### config.mk
export PLATFORM = sky130hd
export DESIGN_NAME = mtlcg_seeder
export DESIGN_NICKNAME = d
export VERILOG_FILES = /design/src/mtlcg_pkg.sv /design/src/mtlcg_seeder.sv
export SDC_FILE = /design/constraint.sdc
export NUM_CORES = 1
export LEC_CHECK = 0
export ABC_AREA = 1
export BUFFER_PORTS_ARGS = -buffer_cell sky130_fd_sc_hd__buf_4
export CAP_MARGIN = 30
export CORE_ASPECT_RATIO = 0.75
export CORE_MARGIN = 2
export CORE_UTILIZATION = 50
export CTS_CLUSTER_SIZE = 24
export DETAILED_ROUTE_END_ITERATION = 10
export PLACE_DENSITY = 0.75
export SLEW_MARGIN = 25
export SYNTH_ARGS = -nofsm -noshare
export SYNTH_HDL_FRONTEND = slang
export SYNTH_SLANG_ARGS = --single-unit
### constraint.sdc
create_clock -name clk -period 7.4 [get_ports clk]
set_input_delay 0.37 -clock clk [delete_from_list [all_inputs] [get_ports clk]]
set_output_delay 0.37 -clock clk [all_outputs]
set_load 0.01 [all_outputs]
### src/mtlcg_pkg.sv
`timescale 1ns / 1ps
// ----------------------------------------------------------------------------
// mtlcg_pkg
// Shared types, constants and word functions of the twister generator.
// ----------------------------------------------------------------------------
package mtlcg_pkg;

    localparam int WORD_W         = 32;
    localparam int STATE_WORDS    = 624;
    localparam int TWIST_OFFSET   = 397;
    localparam int SCRAMBLE_STEPS = 50;
    localparam int CNT_W          = 10;

    typedef logic [WORD_W-1:0] word_t;
    typedef logic [CNT_W-1:0]  cnt_t;

    localparam word_t LCG_MULT      = 32'd69069;
    localparam word_t TWIST_MATRIX  = 32'h9908b0df;
    localparam word_t HIGH_BIT      = 32'h80000000;
    localparam word_t LOW_BITS      = 32'h7fffffff;
    localparam word_t TEMPER_MASK_B = 32'h9d2c5680;
    localparam word_t TEMPER_MASK_C = 32'hefc60000;

    // Last step index of the scramble phase; one extra step covers the
    // dropped first fill value.
    localparam cnt_t SCRAMBLE_LAST = CNT_W'(SCRAMBLE_STEPS);
    localparam cnt_t FILL_LAST     = CNT_W'(STATE_WORDS - 1);

    // Seeding sequencer states
    typedef enum logic [2:0] {
        SEED_SCRAMBLE = 3'b001,
        SEED_FILL     = 3'b010,
        SEED_RUN      = 3'b100
    } seed_state_t;

    // Seeder control toward the chain and the draw logic
    typedef struct packed {
        logic fill_shift;  // shift the fill word into the chain tail
        logic run;         // seeding done, draws allowed
    } seed_ctrl_t;

    // Words tapped from the chain for the recurrence
    typedef struct packed {
        word_t head;       // oldest word
        word_t next;       // word after the head
        word_t mid;        // word at the twist offset
    } chain_taps_t;

    function automatic word_t lcg_next(input word_t x);
        word_t p;
        p = x * LCG_MULT;
        return p + 32'd1;
    endfunction

    function automatic word_t twist(input word_t w0, input word_t w1, input word_t wm);
        word_t y;
        word_t v;
        y = (w0 & HIGH_BIT) | (w1 & LOW_BITS);
        v = wm ^ (y >> 1);
        if (y[0])
        begin
            v = v ^ TWIST_MATRIX;
        end
        return v;
    endfunction

    function automatic word_t temper(input word_t y);
        word_t t;
        t = y ^ (y >> 11);
        t = t ^ ((t << 7) & TEMPER_MASK_B);
        t = t ^ ((t << 15) & TEMPER_MASK_C);
        t = t ^ (t >> 18);
        return t;
    endfunction

endpackage

### src/mtlcg_seeder.sv
`timescale 1ns / 1ps
// ----------------------------------------------------------------------------
// mtlcg_seeder
// LCG scrambler and sequencer that refills the chain from the seed.
// ----------------------------------------------------------------------------
module mtlcg_seeder
(
    input  logic                   clk,
    input  logic                   rst_n,
    input  logic                   seed_wr,
    input  mtlcg_pkg::word_t       seed,
    output mtlcg_pkg::seed_ctrl_t  ctrl,
    output mtlcg_pkg::word_t       fill_word
);
    import mtlcg_pkg::*;

    seed_state_t state_reg, state_next;
    cnt_t        cnt_reg, cnt_next;
    word_t       lcg_reg, lcg_next_val;
    word_t       lcg_step;

    assign lcg_step = lcg_next(lcg_reg);

    // Sequence scramble, fill and run
    always_comb
    begin
        state_next   = state_reg;
        cnt_next     = cnt_reg;
        lcg_next_val = lcg_reg;
        case (state_reg)
            SEED_SCRAMBLE:
            begin
                lcg_next_val = lcg_step;
                if (cnt_reg == SCRAMBLE_LAST)
                begin
                    cnt_next   = '0;
                    state_next = SEED_FILL;
                end
                else
                begin
                    cnt_next = cnt_reg + 1'b1;
                end
            end
            SEED_FILL:
            begin
                lcg_next_val = lcg_step;
                if (cnt_reg == FILL_LAST)
                begin
                    cnt_next   = '0;
                    state_next = SEED_RUN;
                end
                else
                begin
                    cnt_next = cnt_reg + 1'b1;
                end
            end
            SEED_RUN:
            begin
                cnt_next = '0;
            end
            default:
            begin
                state_next = SEED_SCRAMBLE;
                cnt_next   = '0;
            end
        endcase
        // Restart from a new seed
        if (seed_wr)
        begin
            state_next   = SEED_SCRAMBLE;
            cnt_next     = '0;
            lcg_next_val = seed;
        end
    end

    // Hold sequencer state and LCG value
    always_ff @(posedge clk or negedge rst_n)
    begin
        if (!rst_n)
        begin
            state_reg <= SEED_SCRAMBLE;
            cnt_reg   <= '0;
            lcg_reg   <= '0;
        end
        else
        begin
            state_reg <= state_next;
            cnt_reg   <= cnt_next;
            lcg_reg   <= lcg_next_val;
        end
    end

    assign ctrl.fill_shift = (state_reg == SEED_FILL);
    assign ctrl.run        = (state_reg == SEED_RUN);
    assign fill_word       = lcg_step;

endmodule

## After elaboration in Yosys (flattened, before gate mapping)

Cells that the tools add are included.

- $mul: 1
- Muxes and demuxes: 10
- Eq/ne operators: 8
- Add/subtract/negate cells: 2
- Reduce and logical (&&, ||, !) cells: 3

Operators by type and width:

| operator | number |
|---|---|
| 32-bit 2-to-1 mux | 2 |
| 32-bit by 1-bit adder with 32-bit output, second input constant | 1 |
| 32-bit by 17-bit multiplier with 32-bit output, second input constant | 1 |
| 10-bit 2-to-1 mux | 3 |
| 10-bit case mux with 2 select lines | 1 |
| 10-bit by 1-bit adder with 10-bit output, second input constant | 1 |
| 10-bit equality test, second input constant | 1 |
| 10-bit by 6-bit equality test with 1-bit output, second input constant | 1 |
| 3-bit 2-to-1 mux | 3 |
| 3-bit case mux with 3 select lines | 1 |
| 3-bit by 1-bit equality test with 1-bit output, second input constant | 1 |
| 3-bit by 2-bit equality test with 1-bit output, second input constant | 1 |
| 3-bit equality test, second input constant | 1 |
| 3-bit by 2-bit != test with 1-bit output, second input constant | 1 |
| 3-bit != test, second input constant | 1 |
| 3-bit AND reduction | 1 |
| 2-bit != test, second input constant | 1 |
| 2-bit nonzero test | 1 |
| 2-bit OR reduction | 1 |

- Output and inout bits: 34
- Register bits after elaboration: 45
- Input port bits: 35
- Word-level logic and storage cells: 27

## Logic depth before layout (Yosys ltp)

Gate-level depths: netlist (run 1).

- Depth after elaboration: 4
- Gate-level depth with buffers: 25
- Gate-level depth less buffers: 25

## Worst setup path after synthesis (run 1)

Ideal clock, no wire load.

- Kind: reg2out
- Start point: register lcg_reg[11]
- End point: output fill_word[29]
- Stages on the path, launching flop included: 21
- Data required time: 7.030 ns
- Buffers on the path: 0
- Data arrival time: 4.821 ns
- Path slack: 2.209 ns
- Path through: dfrtp_1 ha_1 fa_1 inv_1 fa_1 inv_1 fa_1 fa_1 inv_1 fa_1 inv_1 ha_1 inv_1 o21bai_1 nand2_1 nand2_1 a21oi_2 inv_1 a21oi_1 nand3_1 and2_1

- Longest elaborated chain between the ends: 2

RTL lines:

| what | RTL line | RTL |
|---|---|---|
| from (decl) | mtlcg_seeder.sv:19 | `word_t lcg_reg, lcg_next_val;` |
| from (signal assigned) | mtlcg_seeder.sv:89 | `lcg_reg <= lcg_next_val;` |
| 32-bit by 17-bit multiplier with 32-bit output | mtlcg_pkg.sv:51 | `p = x * LCG_MULT;` |
| 32-bit by 1-bit adder with 32-bit output | mtlcg_pkg.sv:52 | `return p + 32'd1;` |
| to (decl) | mtlcg_seeder.sv:13 | `output mtlcg_pkg::word_t fill_word` |

Every way passes these cells.

## Worst setup path after layout (run 1)

- Start point: register lcg_reg[11]
- End point: output fill_word[20]

The elaborated chain is that of the path after synthesis.

==> results.yml, run 1 <==
run_status:
  outcome: "complete, but fails checks"
  failed_checks: "DRC"
clock_network:
  htree_num_levels: 2
  worst_skew_pair.late_latency_ns: 0.33
  numClockSinks: 45
  holdBufCountCts: 0
  max-clock-path-buffers: 2
  worst_setup_hold_path_clk_slew_ns: 0.09
  ctsRootBufferMaster: "sky130_fd_sc_hd__clkbuf_16"
  postCtsSetupRepairBufs: 0
  cts-resized-gates: 0
  cts_tree: "done"
  numCtsBuffers: 5
timing:
  rsz_0062_raised_after_global_routing: "no"
  actual_slew_at_the_worst_max_slew_pin_ns: 0.672
  post-route-period-util_pct: 84.7
  timing.final.max_slew_violations: 0
  achievable_freq_mhz: 160
  finalClockSkew_ns: 0.0192
  final.setup.tns_ns: 0
  time_the_worst_path_needs_with_i_o_delays_and_setup_ns: 6.27
  finalSetupViolCount: 0
  slew_headroom_pct: 55.2
  timing.final.hold_violations: 0
synthesis:
  number_of_distinct_library_cells_after_synthesis: 45
  leading_post_synthesis_cells_by_cell_area: "sky130_fd_sc_hd__fa_1 29%, sky130_fd_sc_hd__ha_1 21%, sky130_fd_sc_hd__inv_1 12%"
  synthesized_area_fraction_occupied_by_adder_cells_pct: 50.4
  yosys_warnings: 0
  synth_cells: 1206
  synth_top_family_by_area: "adder cells"
  synth.ff_latch_count: 45
  number_of_flops_mapped_to_enable_cells_by_yosys: 0
  total_standard_cell_area_after_synthesis_um2: 10000
  seq_area_frac_synth_pct: 11.3
  muxShareOfSynthArea_pct: 0
  postSynthAreaPerCell_um2: 8.29
  post_synth_and_or_nand_nor_area_fraction_pct: 17.5
  synth-xor-area-share_pct: 2.35
  yosys_most_used_dff: "sky130_fd_sc_hd__dfrtp_1"
  post_synthesis_compound_gate_area_fraction_pct: 5.37
  netlist.top_cell.by_area: "sky130_fd_sc_hd__fa_1"
  mappedNetlistNets: 1557
  async_reset_ff_share_pct: 100
  synth_largest_type_area_fraction_pct: 29.0
routing:
  dr.first_iter.drc_count: 509
  totalWireLength_mm: 27.3
  vias_per_cell: 5.26
  first_pass_iters: 8
  wl_cell_um: 17.9
  route.vias.total: 8035
  route.antenna.remaining_nets: 0
  route.detailed.drc: 3
floorplanning:
  design.portCount: 69
  chipHeight_um: 126
  die_area_um2: 21200
  core_region_area_um2: 19500
  die_w_um: 167
  initial_utilization_pct: 51.3
  num_rows: 44
critical_path:
  critical-path-top-cell-by-count: "sky130_fd_sc_hd__inv_1"
  type_of_the_worst_setup_path: "reg2out"
  crit_path_max_cell_delay_ns: 0.57
  cp_data_required_time_ns: 7.03
  endpoint_kind: "output port"
  critical_path.cell_chain: "ha_1 -> fa_1 -> inv_1 -> fa_1 -> inv_1 -> fa_1 -> fa_1 -> inv_1 -> fa_1 -> inv_1 -> ha_1 -> nand2_1 -> nor2_1 -> inv_1 -> nor2_1 -> nor2_1 -> nand2_1 -> inv_1 -> nor2_1 -> o21ai_1 -> and2_1 -> buf_4"
  critPathLaunchType: "register"
  worst-path-max-fanout: 8
  crit_path_top_delay_cell: "sky130_fd_sc_hd__fa_1"
  critPathArrivalTime_ns: 5.90
finish:
  num_antenna_cells: 0
  final_common_cell: "sky130_fd_sc_hd__inv_1"
  area_delta_synth_final_pct: 9.65
  final_net_count: 1625
  share_of_layout_cells_above_drive_strength_1_pct: 9.18
  mostFrequentLayoutCells: "330 x sky130_fd_sc_hd__inv_1, 211 x sky130_fd_sc_hd__nand2_1, 171 x sky130_fd_sc_hd__ha_1"
  largest_register_ff_count: 32
placement:
  hpwlAfterDp_mm: 23.8
  portBuffers: 68
  gp_congestion: 0.978
grt:
  first_pass_grt_wire_length_mm: 44.3
  first_global_vias: 8166
  grt_start_max_net_pins: 46
  antenna_violations_before_repair: 0
  overflow: 0
  grt_util_all_layers_pct: 27.4
job:
  cap_viol_max_count: 0
hold_path:
  hold_class: "in2async"
-- routing by layer --
layer  vias to the layer above  routed length, µm  global-route usage [%]  part of all wire [%]
met4                         0                456                    4.86                   1.7
met5                         -                  0                       0                     0
met2                       276              11300                    40.8                    41
met1                      3899              13000                    40.7                    48
li1                       3832                  -                       -                     -
met3                        28               2510                    7.30                   9.2
-- Yosys cell counts, types with 5 or more instances --
master	count
sky130_fd_sc_hd__nor2_1	53
sky130_fd_sc_hd__fa_1	145
sky130_fd_sc_hd__nor3_1	8
sky130_fd_sc_hd__inv_2	6
sky130_fd_sc_hd__ha_1	171
sky130_fd_sc_hd__nand3_1	67
sky130_fd_sc_hd__nand4_1	11
sky130_fd_sc_hd__a21oi_1	33
sky130_fd_sc_hd__o21ai_1	7
sky130_fd_sc_hd__xnor2_1	7
sky130_fd_sc_hd__nor3_2	5
sky130_fd_sc_hd__a22oi_1	9
sky130_fd_sc_hd__inv_1	330
sky130_fd_sc_hd__dfrtp_1	44
sky130_fd_sc_hd__and2_1	10
sky130_fd_sc_hd__nand2_1	211
sky130_fd_sc_hd__o21ai_0	17
sky130_fd_sc_hd__xor2_1	18
sky130_fd_sc_hd__nand3_2	6
-- kinds of logic after synthesis --
logic type	Yosys count
AND/OR/NAND/NOR	387
adder cells (fa/ha/maj)	316
buffers and inverters	345
flip-flops	45
AO/OA/AOI/OAI	87
XOR/XNOR	26
-- cell type report --
cell class	instances	area [µm²]
tap	253	317
clock buffer	5	125
sequential	45	1130
timing repair buffer	70	526
inverter	336	1260
fill	1819	8520
multi-input combinational	816	7560
clock inverter	3	47.5
-- worst max-delay path: cells and delay by family (launching register included) --
family / cells / cell delay [ns]
flops: 1 / 0.55
fa+ha+maj: 7 / 3.52
buf+inv: 7 / 0.52
simple gates: 7 / 0.89
compound gates: 1 / 0.09
-- metrics by stage --
stage                     worst slack, ns  instance area, µm²  hold WS, ns  utilization (%)  std cells
after floorplan                      2.21               10000       0.0744                -       1206
after global placement               1.51               10800        0.449             55.4       1520
after detailed placement             1.52               10800        0.453             55.4       1520
after CTS                            1.15               11000        0.104             56.3       1528
after global routing                0.855               11000        0.145             56.3       1528
final                                1.13               11000       0.0814             56.3       1528
-- worst paths after layout --
check | start | slack, ns | to | depth (start not counted)
min | rst_n | 0.08 | lcg_reg[5]$_DFFE_PN0P_ | 1
max reg2reg | lcg_reg[11]$_DFFE_PN0P_ | 1.76 | lcg_reg[16]$_DFFE_PN0P_ | 20
max in group asynchronous | rst_n | 6.86 | lcg_reg[24]$_DFFE_PN0P_ | 1
min reg2reg | cnt_reg[0]$_DFF_PN0_ | 0.52 | cnt_reg[0]$_DFF_PN0_ | 1
min in group clk | seed[5] | 0.26 | lcg_reg[5]$_DFFE_PN0P_ | 3
max | lcg_reg[11]$_DFFE_PN0P_ | 1.13 | fill_word[20] | 22
Power of run 1 is not shown: default switching activity piles up to over one toggle a cycle in this logic, so the estimate is an artifact.
==> inputs of run 2 (changes only) <==
==> constraint.sdc (replaced) <==
create_clock -name clk -period 6.3 [get_ports clk]
set_input_delay 0.315 -clock clk [delete_from_list [all_inputs] [get_ports clk]]
set_output_delay 0.315 -clock clk [all_outputs]
set_load 0.01 [all_outputs]
==> results.yml, run 2 (synthesis gave the netlist of run 1 again) <==
run_status:
  outcome: "complete, but fails checks"
  failed_checks: "DRC"
placement:
  portBuffers: 68
  placed_cells: 1524
  placement.setup.worst_slack_ns: 0.440
  gp_congestion: 0.971
  hpwlAfterDp_mm: 24.4
grt:
  overflow: 0
  first_global_vias: 8657
  antenna_violations_before_repair: 0
  first_pass_grt_wire_length_mm: 46.0
  grt_util_all_layers_pct: 28.3
  grt_start_max_net_pins: 46
routing:
  route.antenna.remaining_nets: 0
  first_pass_iters: 8
  route.vias.total: 8241
  wl_cell_um: 18.4
  route.detailed.drc: 3
  totalWireLength_mm: 28.3
  vias_per_cell: 5.35
  dr.first_iter.drc_count: 637
finish:
  finish.cell_count_without_fillers: 1539
  final_common_cell: "sky130_fd_sc_hd__inv_1"
  mostFrequentLayoutCells: "330 x sky130_fd_sc_hd__inv_1, 211 x sky130_fd_sc_hd__nand2_1, 166 x sky130_fd_sc_hd__ha_1"
  largest_register_ff_count: 32
  num_antenna_cells: 0
  share_of_layout_cells_above_drive_strength_1_pct: 11.0
  area_delta_synth_final_pct: 11.0
  filler_cell_count: 1769
  final_net_count: 1636
timing:
  finalClockSkew_ns: 0.0136
  time_the_worst_path_needs_with_i_o_delays_and_setup_ns: 6.10
  actual_slew_at_the_worst_max_slew_pin_ns: 0.679
  final.setup.tns_ns: 0
  achievable_freq_mhz: 164
  slew_headroom_pct: 54.8
  post_route_worst_hold_slack_ns: 0.0318
  timing.final.hold_violations: 0
  timing.final.max_slew_violations: 0
  setup_slack_ns: 0.204
  post-route-period-util_pct: 96.8
  finalSetupViolCount: 0
floorplanning:
  num_rows: 44
  core_region_area_um2: 19500
  initial_utilization_pct: 51.3
  design.portCount: 69
  die_w_um: 167
  chipHeight_um: 126
  die_area_um2: 21200
critical_path:
  reg2reg_setup_slack_ns: 0.78
  cp_data_required_time_ns: 5.98
  r2r-end: "lcg_reg[18]$_DFFE_PN0P_"
  worstReg2RegStart: "lcg_reg[13]$_DFFE_PN0P_"
  endpoint_kind: "output port"
  type_of_the_worst_setup_path: "reg2out"
  critPathArrivalTime_ns: 5.78
  timing.reg2reg.worst_path_depth: 18
  worst-path-max-fanout: 8
  critPathLaunchType: "register"
clock_network:
  worst_setup_hold_path_clk_slew_ns: 0.09
  ctsRootBufferMaster: "sky130_fd_sc_hd__clkbuf_16"
  cts_tree: "done"
  numClockSinks: 45
  numCtsBuffers: 5
  holdBufCountCts: 0
  max-clock-path-buffers: 2
  htree_num_levels: 2
  worst_skew_pair.late_latency_ns: 0.32
job:
  cap_viol_max_count: 0
hold_path:
  hold_class: "in2async"
[run 2: worst max-delay path, cell delays in order (launching register included)]
cell                       delay [ns]
sky130_fd_sc_hd__dfrtp_2         0.50
sky130_fd_sc_hd__ha_1            0.42
sky130_fd_sc_hd__fa_1            0.60
sky130_fd_sc_hd__inv_1           0.06
sky130_fd_sc_hd__fa_1            0.50
sky130_fd_sc_hd__inv_1           0.05
sky130_fd_sc_hd__fa_1            0.49
sky130_fd_sc_hd__fa_1            0.50
sky130_fd_sc_hd__inv_1           0.05
sky130_fd_sc_hd__fa_1            0.50
sky130_fd_sc_hd__inv_1           0.05
sky130_fd_sc_hd__ha_1            0.40
sky130_fd_sc_hd__nand2_1         0.09
sky130_fd_sc_hd__o21ai_0         0.32
sky130_fd_sc_hd__o21bai_1        0.19
sky130_fd_sc_hd__a21oi_1         0.10
sky130_fd_sc_hd__xnor2_1         0.42
sky130_fd_sc_hd__buf_4           0.21
[run 2: layout make-up]
class / instances / area, µm² / area share [%]
clock buffers: 5 / 125 / 1.13
multi-input cells: 816 / 7610 / 68.5
inverters: 336 / 1260 / 11.4
well taps: 253 / 317 / 2.85
clock inverters: 3 / 47.5 / 0.428
repair buffers: 81 / 608 / 5.48
flip-flops and latches: 45 / 1140 / 10.2
[run 2: metal layers]
metal  share of wire, %  global-route usage, %
met5                  0                      0
met2                 42                   41.7
met4                1.8                   6.34
met3                 11                   8.21
met1                 46                   41.5
[run 2: what timing repair did]
| action | 4_1_cts | 5_1_grt |
|---|---|---|
| gates resized for setup | 0 | 15 |
| buffers inserted | 0 | 7 |
| setup endpoints to repair | 0 | 16 |
[run 2: through the flow]
step | instance area (µm²) | utilization, %
6_report | 11100 | 57.0
5_1_grt | 11100 | 57.0
4_1_cts | 11000 | 56.4
3_5_place_dp | 10800 | 55.5
3_3_place_gp | 10800 | 55.5
2_1_floorplan | 10000 | -
[run 2: how the worst max path moves through the flow]
stage / slack [ns] / start / depth (start not counted) / endpoint
after floorplan: 1.16 / lcg_reg[11]$_DFFE_PN0P_ / 20 / fill_word[29]
after global placement: 0.48 / lcg_reg[10]$_DFFE_PN0P_ / 22 / fill_word[31]
after detailed placement: 0.44 / lcg_reg[12]$_DFFE_PN0P_ / 22 / fill_word[31]
after CTS: 0.07 / lcg_reg[12]$_DFFE_PN0P_ / 22 / fill_word[31]
after global routing: -0.02 / lcg_reg[13]$_DFFE_PN0P_ / 17 / fill_word[18]
final: 0.20 / lcg_reg[13]$_DFFE_PN0P_ / 17 / fill_word[18]
Power of run 2 is left out for the same reason.
==> inputs of run 3 (changes only) <==
--- a/config.mk
+++ b/config.mk
@@ -8,11 +8,12 @@
 export ABC_AREA = 1
 export BUFFER_PORTS_ARGS = -buffer_cell sky130_fd_sc_hd__buf_4
 export CAP_MARGIN = 30
-export CORE_ASPECT_RATIO = 0.75
+export CORE_ASPECT_RATIO = 1.1
 export CORE_MARGIN = 2
 export CORE_UTILIZATION = 50
 export CTS_CLUSTER_SIZE = 24
 export DETAILED_ROUTE_END_ITERATION = 10
+export GPL_TIMING_DRIVEN = 1
 export PLACE_DENSITY = 0.75
 export SLEW_MARGIN = 25
 export SYNTH_ARGS = -nofsm -noshare
==> results.yml, run 3 (synthesis gave the netlist of run 1 again) <==
routing:
  first_pass_iters: 6
  route.vias.total: 7993
  route.detailed.drc: 0
  route.antenna.remaining_nets: 0
  wl_cell_um: 16.9
  totalWireLength_mm: 26.0
  dr.first_iter.drc_count: 420
  vias_per_cell: 5.21
finish:
  share_of_layout_cells_above_drive_strength_1_pct: 10.2
  final_net_count: 1633
  largest_register_ff_count: 32
  finish.cell_count_without_fillers: 1535
  final_common_cell: "sky130_fd_sc_hd__inv_1"
  mostFrequentLayoutCells: "330 x sky130_fd_sc_hd__inv_1, 211 x sky130_fd_sc_hd__nand2_1, 170 x sky130_fd_sc_hd__ha_1"
  num_antenna_cells: 0
  area_delta_synth_final_pct: 10.3
clock_network:
  htree_num_levels: 2
  cts_tree: "done"
  numCtsBuffers: 5
  worst_setup_hold_path_clk_slew_ns: 0.08
  worst_skew_pair.late_latency_ns: 0.30
  ctsRootBufferMaster: "sky130_fd_sc_hd__clkbuf_16"
  holdBufCountCts: 0
  numClockSinks: 45
  max-clock-path-buffers: 2
timing:
  finalClockSkew_ns: 0.00798
  slew_headroom_pct: 56.7
  post-route-period-util_pct: 96.2
  time_the_worst_path_needs_with_i_o_delays_and_setup_ns: 6.06
  achievable_freq_mhz: 165
  setup_slack_ns: 0.241
  finalSetupViolCount: 0
  timing.final.max_slew_violations: 0
  actual_slew_at_the_worst_max_slew_pin_ns: 0.650
  final.setup.tns_ns: 0
  timing.final.hold_violations: 0
run_status:
  outcome: "completed"
floorplanning:
  design.portCount: 69
  num_rows: 54
  die_area_um2: 21200
  chipHeight_um: 152
  die_w_um: 139
  initial_utilization_pct: 50.7
  core_region_area_um2: 19700
grt:
  grt_util_all_layers_pct: 25.9
  overflow: 0
  first_global_vias: 8541
  antenna_violations_before_repair: 0
  first_pass_grt_wire_length_mm: 43.7
  grt_start_max_net_pins: 46
critical_path:
  cp_data_required_time_ns: 5.98
  critPathLaunchType: "register"
  worst-path-max-fanout: 8
  worstReg2RegStart: "lcg_reg[10]$_DFFE_PN0P_"
  reg2reg_setup_slack_ns: 0.76
  timing.reg2reg.worst_path_depth: 20
  critPathArrivalTime_ns: 5.74
  type_of_the_worst_setup_path: "reg2out"
  crit_start: "lcg_reg[10]$_DFFE_PN0P_"
  endpoint_kind: "output port"
job:
  cap_viol_max_count: 0
hold_path:
  hold_class: "in2async"
placement:
  placed_cells: 1523
  gp_congestion: 0.966
  hpwlAfterDp_mm: 22.7
  portBuffers: 68
  placement.setup.worst_slack_ns: 0.419
[run 3: cell count changes in the layout (fill, tap and decap cells not counted)]
cell / change
sky130_fd_sc_hd__nor3_4: -1
sky130_fd_sc_hd__nor3_1: +1
sky130_fd_sc_hd__ha_1: +4
sky130_fd_sc_hd__o21ai_1: +1
sky130_fd_sc_hd__dfrtp_2: -3
sky130_fd_sc_hd__ha_4: -2
sky130_fd_sc_hd__buf_4: -3
sky130_fd_sc_hd__dfrtp_1: +3
sky130_fd_sc_hd__o21ai_0: -1
sky130_fd_sc_hd__ha_2: -2
[run 3: cell type report]
cell class / count / area, µm²
Timing Repair Buffer: 78 / 586
Clock buffer: 5 / 125
Inverter: 336 / 1260
Clock inverter: 3 / 47.5
Multi-Input combinational cell: 816 / 7570
Tap cell: 252 / 315
Fill cell: 1811 / 8690
Sequential cell: 45 / 1130
[run 3: worst paths after layout]
path	end
max	fill_word[16]
min	lcg_reg[3]$_DFFE_PN0P_
max reg2reg	lcg_reg[16]$_DFFE_PN0P_
min reg2reg	cnt_reg[0]$_DFF_PN0_
max in group asynchronous	lcg_reg[12]$_DFFE_PN0P_
min in group clk	lcg_reg[27]$_DFFE_PN0P_
[run 3: layer usage]
layer	part of all wire (%)	track usage, %
met1	42	33.9
met2	49	44.9
met3	5.4	2.39
met4	3.8	9.24
met5	0	0
[run 3: worst max-delay path: stages, from the launching register on]
cell	delay, ns
sky130_fd_sc_hd__dfrtp_2	0.53
sky130_fd_sc_hd__ha_1	0.39
sky130_fd_sc_hd__inv_1	0.09
sky130_fd_sc_hd__fa_1	0.46
sky130_fd_sc_hd__fa_1	0.54
sky130_fd_sc_hd__inv_1	0.06
sky130_fd_sc_hd__fa_1	0.51
sky130_fd_sc_hd__fa_1	0.55
sky130_fd_sc_hd__inv_1	0.06
sky130_fd_sc_hd__fa_1	0.55
sky130_fd_sc_hd__inv_1	0.06
sky130_fd_sc_hd__ha_2	0.37
sky130_fd_sc_hd__nand2_1	0.10
sky130_fd_sc_hd__nor2_1	0.12
sky130_fd_sc_hd__inv_1	0.08
sky130_fd_sc_hd__nor3_2	0.15
sky130_fd_sc_hd__nand2_1	0.08
sky130_fd_sc_hd__nand2_1	0.14
sky130_fd_sc_hd__xor2_1	0.38
sky130_fd_sc_hd__buf_4	0.20
[run 3: metrics by stage]
| stage | util (%) | hold WS [ns] | instance area [µm²] |
|---|---|---|---|
| 2_1_floorplan | - | 0.0194 | 10000 |
| 3_5_place_dp | 54.9 | 0.385 | 10800 |
| 3_3_place_gp | 54.9 | 0.376 | 10800 |
| 4_1_cts | 55.7 | 0.0561 | 11000 |
| 5_1_grt | 55.9 | 0.0856 | 11000 |
| 6_report | 55.9 | 0.0447 | 11000 |
[run 3: what timing repair did]
item                       4_1_cts  5_1_grt
resized for setup                0        7
buffers inserted                 0        4
setup endpoints to repair        0       15
Power of run 3 is left out for the same reason.
